[src/sv/rbsi_pkg.sv]
// Shared types and constants for the ray/box slab intersection block.
// No dependencies; imported by every module of the block.
`timescale 1ns / 1ps

package rbsi_pkg;

  localparam int COORD_W       = 32;  // Q16.16 coordinates and distances
  localparam int DIR_W         = 32;  // Q1.30 direction components
  localparam int RMAG_W        = 63;  // reciprocal magnitude, floor(2^62 / |d|)
  localparam int NUM_AXES      = 3;
  localparam int NUM_PLANES    = 2;   // lower and upper slab plane
  localparam int IDX_W         = 3;
  localparam int IN_DATA_W     = 192;
  localparam int OUT_DATA_W    = 72;
  localparam int FRAC_BITS_DEF = 16;
  localparam int QUEUE_DEPTH_DEF = 4;

  // Configuration register indexes
  typedef enum logic [IDX_W-1:0] {
    REG_MIN_X = 3'd0,
    REG_MIN_Y = 3'd1,
    REG_MIN_Z = 3'd2,
    REG_MAX_X = 3'd3,
    REG_MAX_Y = 3'd4,
    REG_MAX_Z = 3'd5
  } cfg_reg_e;

  // One axis of a ray after the reciprocal pipeline
  typedef struct packed {
    logic [RMAG_W-1:0]  rmag;
    logic               rneg;
    logic [COORD_W-1:0] origin;
  } axis_item_t;

  typedef axis_item_t [NUM_AXES-1:0] ray_item_t;

  // Queue status seen by both sides
  typedef struct packed {
    logic full;
    logic empty;
  } queue_flags_t;

  typedef logic [NUM_AXES-1:0][COORD_W-1:0] box_corner_t;

endpackage

[src/sv/rbsi_queue.sv]
// Short queue between the reciprocal front and the slab back end.
// Depends on rbsi_pkg.
`timescale 1ns / 1ps

module rbsi_queue #(
  parameter int DEPTH = rbsi_pkg::QUEUE_DEPTH_DEF
) (
  input  logic                   clk_i,
  input  logic                   rst_ni,
  input  logic                   push_i,
  input  rbsi_pkg::ray_item_t    item_i,
  input  logic                   pop_i,
  output rbsi_pkg::ray_item_t    item_o,
  output rbsi_pkg::queue_flags_t flags_o
);
  import rbsi_pkg::*;

  localparam int PTR_W = (DEPTH > 1) ? $clog2(DEPTH) : 1;
  localparam int CNT_W = $clog2(DEPTH + 1);

  ray_item_t         mem [DEPTH];
  logic [PTR_W-1:0]  wr_ptr_q, rd_ptr_q;
  logic [CNT_W-1:0]  count_q;

  assign flags_o.full  = (count_q == CNT_W'(DEPTH));
  assign flags_o.empty = (count_q == '0);
  assign item_o        = mem[rd_ptr_q];

  // Store on push
  always_ff @(posedge clk_i) begin
    if (push_i) begin
      mem[wr_ptr_q] <= item_i;
    end
  end

  // Track pointers and fill level
  always_ff @(posedge clk_i or negedge rst_ni) begin
    if (!rst_ni) begin
      wr_ptr_q <= '0;
      rd_ptr_q <= '0;
      count_q  <= '0;
    end else begin
      if (push_i) begin
        wr_ptr_q <= (wr_ptr_q == PTR_W'(DEPTH - 1)) ? '0 : wr_ptr_q + PTR_W'(1);
      end
      if (pop_i) begin
        rd_ptr_q <= (rd_ptr_q == PTR_W'(DEPTH - 1)) ? '0 : rd_ptr_q + PTR_W'(1);
      end
      if (push_i && !pop_i) begin
        count_q <= count_q + CNT_W'(1);
      end else if (pop_i && !push_i) begin
        count_q <= count_q - CNT_W'(1);
      end
    end
  end

endmodule

[config.mk]
export PLATFORM = sky130hd
export DESIGN_NAME = rbsi_queue
export DESIGN_NICKNAME = d
export VERILOG_FILES = /design/src/sv/rbsi_pkg.sv /design/src/sv/rbsi_queue.sv
export SDC_FILE = /design/constraint.sdc
export NUM_CORES = 1
export LEC_CHECK = 0
export BUFFER_PORTS_ARGS = -buffer_cell sky130_fd_sc_hd__buf_2
export CORE_UTILIZATION = 45
export CTS_BUF_LIST = sky130_fd_sc_hd__clkbuf_8 sky130_fd_sc_hd__clkbuf_16
export DETAILED_ROUTE_END_ITERATION = 16
export SLEW_MARGIN = 20
export SYNTH_ARGS = -nofsm -noshare
export SYNTH_HDL_FRONTEND = slang
export SYNTH_SLANG_ARGS = --single-unit
[constraint.sdc]
create_clock -name clk_i -period 13.5 [get_ports clk_i]
set_clock_uncertainty 0.2 [all_clocks]
set_input_delay 2.7 -clock clk_i [delete_from_list [all_inputs] [get_ports clk_i]]
set_output_delay 2.7 -clock clk_i [all_outputs]
set_load 0.03 [all_outputs]
==> results of run 1 <==
[metal layers]
metal,part of all wire [%],vias to the layer above,routed length (um),global-route usage [%]
met5,0.29,-,253,0
met4,2.6,38,2235,6.849
met3,7.9,167,6892,6.145
met2,52,567,44910,30.38
met1,38,9820,32730,22.60
li1,-,8078,-,-
[per-stage QoR]
step	util [%]	cells	total power, mW
floorplan	-	1541	7.797
global placement	50.22	3325	8.732
detailed placement	50.22	3325	8.769
CTS	54.13	3537	11.79
global route	54.17	3546	12.09
finish	54.18	3551	11.62
[layout by cell type, fill, tap and decap left out, drive strengths merged, types with 4 or more instances in the layout]
cell type,synthesis,final
edfxtp,1152,1152
buf,58,605
mux4,288,288
clkbuf,6,117
clkinv,0,49
inv,4,35
diode,0,14
bufinv,0,8
clkinvlp,0,7
dfrtp,7,7
ha,6,6
and2,4,4
[cells by family after synthesis]
family / Yosys count / synth area share [%]
and+or+nand+nor: 11 / 0.1343
buffers and inverters: 68 / 1.057
xor gates and xnor gates: 3 / 0.06269
muxes: 291 / 15.55
AOI/OAI and AO/OA: 2 / 0.02388
DFF: 1159 / 82.94
adders and majority gates: 7 / 0.2268
[worst max-delay path, stage by stage (launching register included)]
cell,delay (ps)
dfrtp_4,960
buf_12,750
buf_6,620
mux4_2,610
buf_2,200
[flip-flops by register name (all words and copies together) (netlist names)]
| register | flops |
|---|---|
| count_q | 3 |
| mem | 1152 |
| wr_ptr_q | 2 |
| rd_ptr_q | 2 |
[path summary, 6_finish.rpt]
| check | start | to | slack [ps] | cells past startpoint |
|---|---|---|---|---|
| max in group asynchronous | rst_ni | rd_ptr_q[0] | 11280 | 1 |
| hold reg to reg | count_q[2] | count_q[2] | 310 | 1 |
| hold / removal | count_q[2] | count_q[2] | 310 | 1 |
| min in group asynchronous | rst_ni | wr_ptr_q[1] | 1630 | 1 |
| setup reg to reg | wr_ptr_q[0] | mem[2][284] | 9520 | 5 |
| setup / recovery | rd_ptr_q[0] | item_o[105] | 6490 | 4 |
[layout make-up]
| type | count | area (um2) |
|---|---|---|
| sequential | 1159 | 34780 |
| clock inverter | 95 | 666.9 |
| fill | 7068 | 42130 |
| timing repair buffer | 605 | 3120 |
| antenna | 14 | 35.03 |
| tap | 1243 | 1555 |
| inverter | 4 | 15.01 |
| clock buffer | 117 | 2928 |
| multi-input combinational | 314 | 6718 |
[power by group through the flow]
stage / Sequential [mW] / Combinational [mW] / Clock [mW]
finish: 4.79 / 3.82 / 3.01
CTS: 4.81 / 3.90 / 3.09
global route: 4.84 / 4.03 / 3.21
global placement: 4.85 / 3.88 / 0
floorplan: 4.95 / 2.85 / 0
detailed placement: 4.88 / 3.89 / 0
==> impl_results.md, run 1 <==
- Outcome: finished clean
- Cts repair resizes: 0
- Grt ovf: 0
- Syn nets: roughly 1,800
- Sw power: 3.975 mW
- Peak Freq: 142.6 MHz
- Synth Register Bits: roughly 1,200
- Part of the Yosys area used for sequential elements: between 80% and 90%
- Worst hold margin: ~300 ps
- Final setup violating endpoints: 0
- Final worst path period share: between 50% and 60%
- Syn Inst Count: between 1,500 and 2,000
- Pin count of the biggest net entering global routing: between 150 and 200
- Post-CTS setup buffer count: 0
- Crit. End Element: output port
- Worst EP required: roughly 11,000 ps
- Synth top cells by count: edfxtp_1, mux4_2, buf_2
- Yosys warns: 0
- Total Nets Final: 2,499
- Starting DRT DRC Count: ~1,400
- Average vias per placed instance: between 5 and 6
- Maximum vdd drop: 0.1957 mV
- Routed wire length: around 87 mm
- Post-DP Area: between 0.04 and 0.05 mm2
- Later-pin clock latency in the skew report: 700 ps
- Clk slew on worst S/H paths: roughly 60 ps
- Pre-antenna DRT Iters: 5
- Synthesized area per cell: 27.20 um2
- Area grow syn2layout: 18.83%
- Max_cap viols: 0
- Die Y: 307.2 um
- Pre-CTS setup slack: 6763 ps
- DRT antenna net count: 0
- Min cycle time layout: about 7000 ps
- Mapped Area: 0.04192 mm2
- Initial Util: a little under half
- Die ar.: ~0.094 mm2
- CTS Buf Count: 116
- Core Area: 0.09194 mm2
- Sequential power share: 41.2%
- Hold Buf Count CTS: 0
- Total number of vias: around 19,000
- First-pass GRT wire length: 128.0 mm
- Synth cell types: 20
- Logic pwr share: between 30% and 40%
- RSZ-0062 raised after global routing: no
- Power Dens Cells: ~230 mW/mm2
- Max-slew headroom: around 16%
- Final non-filler cell area: around 0.05 mm2
- Largest area contributor in the synthesized netlist: edfxtp_1
- CTS root buf: clkbuf_16
- HPWL after detailed placement: about 53 mm
- CTS tree: yes
- Clock power share: 25.9%
- Longest Clk Path Bufs: 3
- Routed wire length per instance: 24.51 um
- I/O Buffers: a little under 600
- Max FO, Critical Path: approximately 110
- Worst setup margin: approximately 6500 ps
- Crit path kind: reg2out
- Clock Sinks: around 1,200
- Ys async rst share: 0.6040%
- Antenna violations before repair: 35
- Max Slew Vio Count: 0
- EDFF count, synth: 1,152
- Post-route DRC: 0
- Std-Cell Rows: 111
- Worst slew pin tran: approximately 1300 ps
- IO Pins: a little under 600
- Die X: about 310 um
- P_leak: about 17 nW
- Area contributors post-synth: edfxtp_1, mux4_2, dfrtp_1
- Cell Int Power: ~7.6 mW
- Dominant synthesized flop cell: edfxtp_1
- Fin Setup TNS: 0 ps
- Share of layout cells above drive strength 1: between 40% and 50%
- HP Class: reg2reg
- Count leader, synth: edfxtp_1
- Sw frac: 34.20%
- Startpoint type of the worst setup path: register
- Hold Vio Cnt, Final: 0
- Number of global-route vias before repair: ~20,000
- Post-synth top area share: 82.52%
- CP Data Arrival Time: approximately 4000 ps
- GR Util All Layers: around 18%
- GP Congestion: between 0.7 and 0.8
- H-tree Lvls: 3
Power figures use the tool's default switching activity.
==> run 2: changes to the inputs <==
--- a/config.mk
+++ b/config.mk
@@ -5,6 +5,7 @@
 export SDC_FILE = /design/constraint.sdc
 export NUM_CORES = 1
 export LEC_CHECK = 0
+export ABC_AREA = 1
 export BUFFER_PORTS_ARGS = -buffer_cell sky130_fd_sc_hd__buf_2
 export CORE_UTILIZATION = 45
 export CTS_BUF_LIST = sky130_fd_sc_hd__clkbuf_8 sky130_fd_sc_hd__clkbuf_16
==> constraint.sdc (replaced) <==
create_clock -name clk_i -period 6.8 [get_ports clk_i]
set_clock_uncertainty 0.2 [all_clocks]
set_input_delay 1.36 -clock clk_i [delete_from_list [all_inputs] [get_ports clk_i]]
set_output_delay 1.36 -clock clk_i [all_outputs]
set_load 0.03 [all_outputs]
==> impl_results.md, run 2 <==
- Area contributors post-synth: edfxtp_1, o211ai_1, nand2_1
- RSZ-0062 raised after global routing: no
- Worst EP required: between 5000 and 6000 ps
- Commonest cells after routing, fill and taps aside: edfxtp_1, nand2_1, inv_1
- CP Data Arrival Time: approximately 3200 ps
- Post-route DRC: 0
- Min cycle time layout: 4757 ps
- IO Pins: ~580
- Post-Route Utilization: between 50% and 60%
- Core Area: about 0.10 mm2
- Max FFs per register: approximately 1,200
- Hold Vio Cnt, Final: 0
- Maximum vdd drop: roughly 0.31 mV
- Pwr Total: ~24 mW
- Top reg by flops: mem
- CTS Buf Count: ~120
- Crit path kind: reg2out
- First-pass GRT wire length: 148.1 mm
- Std-Cell Rows: roughly 120
- Startpoint type of the worst setup path: register
- I/O Buffers: between 500 and 600
- Mapped Area: approximately 0.046 mm2
- Post-synth top area share: around three quarters
- Area grow syn2layout: 17.12%
- Hold Buf Count CTS: 0
- Max_cap viols: 0
- GR Util All Layers: 18.95%
- Number of global-route vias before repair: 25,050
- Syn Inst Count: about 3,400
- Outcome: finished clean
- HP Class: in2async
- Dominant synthesized flop cell: edfxtp_1
- Die ar.: a little over 0.1 mm2
- CTS tree: yes
- Die X: approximately 320 um
- Longest Clk Path Bufs: 3
- Worst slew pin tran: around 980 ps
- Average vias per placed instance: a little under 5
- Final worst path period share: approximately 70%
- Routed wire length: slightly below 100 mm
- CTS root buf: clkbuf_16
- Biggest regs: mem x1152, count_q x3
- Share of layout cells above drive strength 1: around a fifth
- Syn nets: ~3,700
- Clk slew on worst S/H paths: 60 ps
- Die Y: about 320 um
- Ys async rst share: 0.6040%
- Yosys warns: 0
- Pre-antenna DRT Iters: 4
- Synth cell types: 19
- Later-pin clock latency in the skew report: 670 ps
- Initial Util: a little under half
- Largest area contributor in the synthesized netlist: edfxtp_1
- Final setup violating endpoints: 0
- Count leader, synth: edfxtp_1
- Worst hold margin: roughly 300 ps
- Commonest non-fill, non-tap cell in the layout: edfxtp_1
- H-tree Lvls: 3
- DRT antenna net count: 0
- Peak Freq: roughly 210 MHz
- Total Nets Final: between 4,000 and 5,000
- Fin cells: about 5,400
- Post-CTS setup buffer count: 0
- Power Dens Cells: roughly 450 mW/mm2
- Synthesized area per cell: ~13 um2
- Routed wire length per instance: around 18 um
- Starting DRT DRC Count: about 1,600
- Synth top cells by count: edfxtp_1, nand2_1, inv_1
- Clock Sinks: ~1,200
- HPWL after detailed placement: around 59 mm
- EDFF count, synth: around 1,200
- Crit. End Element: output port
- Pin count of the biggest net entering global routing: between 150 and 200
- Max Slew Vio Count: 0
- Part of the Yosys area used for sequential elements: 76.14%
- Max-slew headroom: 34.67%
- Antenna violations before repair: 37
- # placed instances: just over 5,000
- GP Congestion: 0.7705
- P_leak: 21.46 nW
- Grt ovf: 0
- Synth Register Bits: roughly 1,200
- Cts repair resizes: 0
- Total number of vias: approximately 27,000
- Fin Setup TNS: 0 ps
- Max FO, Critical Path: roughly 100
## run 2: cell types whose count changed after synthesis, sizes merged, moves of 3 or more
cell    before  now
nand2        2  879
inv          4  589
o211ai       0  576
mux4       288    0
buf         58  140
clkbuf       6   50
and2         4    0
mux2         3    0
## run 2: final cells by class
class / count / area, um2
diodes: 12 / 30.03
fillers: 8325 / 46810
flip-flops and latches: 1159 / 34770
well taps: 1357 / 1698
clock buffers: 118 / 2953
inverters: 589 / 2241
multi-input cells: 1473 / 7776
clock inverters: 100 / 664.4
repair buffers: 613 / 3348
## run 2: logic make-up (layout without fill, tap and decap cells)
family / count (synthesis) / after routing / synth area share (%)
fa+ha+maj: 7 / 7 / 0.2082
buf+inv: 779 / 1420 / 6.833
other cells: 0 / 12 / 0
flops: 1159 / 1159 / 76.14
compound gates: 580 / 580 / 9.513
xor+xnor: 1 / 1 / 0.01918
simple gates: 885 / 885 / 7.288
## run 2: metal layers
metal	vias up	part of all wire, %	track usage (%)
li1	13110	-	-
met1	12700	40	22.79
met2	579	50	32.45
met3	187	6.6	5.506
met4	40	2.8	6.486
met5	-	0.26	0
## run 2: metrics by stage
step           cell area, um2  worst slack (ps)
6_report                53480              2043
5_1_grt                 53480              1777
4_1_cts                 53450              1931
3_5_place_dp            49840              2712
3_3_place_gp            49840              2691
2_1_floorplan           45680             455.7
## run 2: power breakdown
| group | leakage, nW | switching [mW] | internal, mW |
|---|---|---|---|
| Combinational | 8.92 | 6.51 | 2.14 |
| Sequential | 10.7 | 0.282 | 9.15 |
| Clock | 1.87 | 2.58 | 3.43 |
| Total | 21.5 | 9.37 | 14.7 |
## run 2: critical path, cell delays in order (launching register included)
cell,delay (ps)
dfrtp_4,750
inv_8,570
buf_12,450
o211ai_1,170
nand2_1,150
buf_2,220
## run 2: worst paths after layout
check	end	startpoint	cells after the start	slack, ps
setup / recovery	item_o[260]	rd_ptr_q[1]	5	2040
hold / removal	rd_ptr_q[1]	rst_ni	1	300
setup reg to reg	mem[1][109]	wr_ptr_q[1]	5	3940
hold reg to reg	count_q[2]	count_q[2]	2	310
max in group asynchronous	rd_ptr_q[1]	rst_ni	1	5920
min in group clk_i	count_q[2]	count_q[2]	2	310
==> run 3: changes to the inputs <==
==> constraint.sdc (replaced) <==
create_clock -name clk_i -period 4.9 [get_ports clk_i]
set_clock_uncertainty 0.2 [all_clocks]
set_input_delay 0.98 -clock clk_i [delete_from_list [all_inputs] [get_ports clk_i]]
set_output_delay 0.98 -clock clk_i [all_outputs]
set_load 0.03 [all_outputs]
==> impl_results.md, run 3 (synthesized netlist as in run 2, its figures left out) <==
- Max FFs per register: approximately 1,200
- Max_cap viols: 0
- Number of global-route vias before repair: between 20,000 and 30,000
- Post-Route Utilization: 53.54%
- P_leak: 21.57 nW
- Post-route DRC: 0
- Total Nets Final: 4,270
- Commonest cells after routing, fill and taps aside: edfxtp_1, nand2_1, inv_1
- Core Area: 0.1003 mm2
- Std-Cell Rows: ~120
- Final worst path period share: between 80% and 90%
- DRT antenna net count: 0
- Top reg by flops: mem
- Biggest regs: mem x1152, count_q x3
- Share of layout cells above drive strength 1: a little under 20%
- Die ar.: just over 0.1 mm2
- Final setup violating endpoints: 0
- I/O Buffers: a little under 600
- Peak Freq: 236.0 MHz
- First-pass GRT wire length: between 100 and 150 mm
- Routed wire length: 99.11 mm
- Later-pin clock latency in the skew report: 680 ps
- Commonest non-fill, non-tap cell in the layout: edfxtp_1
- Area grow syn2layout: 17.58%
- Total number of vias: approximately 26,000
- Longest Clk Path Bufs: 3
- Crit. End Element: output port
- HPWL after detailed placement: between 50 and 60 mm
- GP Congestion: about 0.8
- Pwr Total: 33.32 mW
- Startpoint type of the worst setup path: register
- Antenna violations before repair: 34
- Grt ovf: 0
- Pre-antenna DRT Iters: 5
- R2R setup slack: about 2200 ps
- Fin Setup TNS: 0 ps
- Max FO, Critical Path: around 140
- H-tree Lvls: 3
- Maximum vdd drop: approximately 0.47 mV
- Average vias per placed instance: between 4 and 5
- Crit path kind: reg2out
- Initial Util: between 40 and 50%
- Max Slew Vio Count: 0
- Pin count of the biggest net entering global routing: ~140
- RSZ-0062 raised after global routing: no
- HP Class: in2reg
- CP Data Arrival Time: between 3000 and 4000 ps
- CTS tree: yes
- Worst slew pin tran: between 1000 and 1500 ps
- Die Y: about 320 um
- CTS Buf Count: between 100 and 150
- Starting DRT DRC Count: ~1,700
- Outcome: finished clean
- Clk slew on worst S/H paths: about 60 ps
- Worst EP required: between 3000 and 4000 ps
- IO Pins: between 500 and 600
- Routed wire length per instance: 18.26 um
- Die X: roughly 320 um
- GR Util All Layers: around a fifth
- Power Dens Cells: ~620 mW/mm2
- Max-slew headroom: roughly 25%
- Hold Vio Cnt, Final: 0
- Clock Sinks: 1,159
- Min cycle time layout: between 4000 and 5000 ps
- CTS root buf: clkbuf_16
==> run 3: cell type report <==
type | instances | area [um2]
diodes | 12 | 30.03
clock buffers | 121 | 3028
clock inverters | 87 | 442.9
fillers | 8401 | 46600
inverters | 589 | 2241
multi-input cells | 1473 | 7841
flip-flops and latches | 1159 | 34770
well taps | 1357 | 1698
repair buffers | 630 | 3641
==> run 3: where the power goes <==
part           internal, mW  switching, mW  total, mW
Clock                  4.56           3.50       8.06
Combinational          3.13           9.07       12.2
Sequential             12.7          0.376       13.1
Total                  20.4           12.9       33.3
==> run 3: worst paths after layout <==
check,start,endpoint,cells past startpoint
worst max-delay path,rd_ptr_q[1],item_o[137],4
worst min-delay path,item_i[277],mem[2][277],1
worst max register to register,wr_ptr_q[0],mem[3][101],4
worst min register to register,count_q[2],count_q[2],2
max in group asynchronous,rst_ni,rd_ptr_q[1],2
min in group asynchronous,rst_ni,rd_ptr_q[0],2
==> run 3: what timing repair did <==
item,4_1_cts,5_1_grt
endpoints found under the hold margin,7,0
buffers inserted,0,0
gates resized for setup,0,0
hold buffers,1,0
==> run 3: layer usage <==
layer / track usage [%] / vias up / part of all wire [%]
met5: 0 / - / 0.22
met4: 6.528 / 36 / 3.2
met3: 6.144 / 202 / 6.9
met2: 32.82 / 538 / 50
met1: 22.14 / 12570 / 40
li1: - / 13120 / -
==> run 3: through the flow <==
stage | hold slack [ps] | worst slack (ps) | instances | cell area, um2
after floorplan | 263.4 | -1019 | 3411 | 45750
after global placement | 285.4 | 1465 | 5207 | 50180
after detailed placement | 289.4 | 1451 | 5207 | 50180
after CTS | 241.0 | 683.9 | 5416 | 53660
after global routing | 246.6 | 589.9 | 5423 | 53680
final | 305.8 | 663.3 | 5428 | 53690
==> run 3: worst max-delay path, cell delays in order, from the launching register on <==
cell and delay, ps:
dfrtp_4 790, buf_12 430, o211ai_1 380, nand2_1 160, buf_2 200
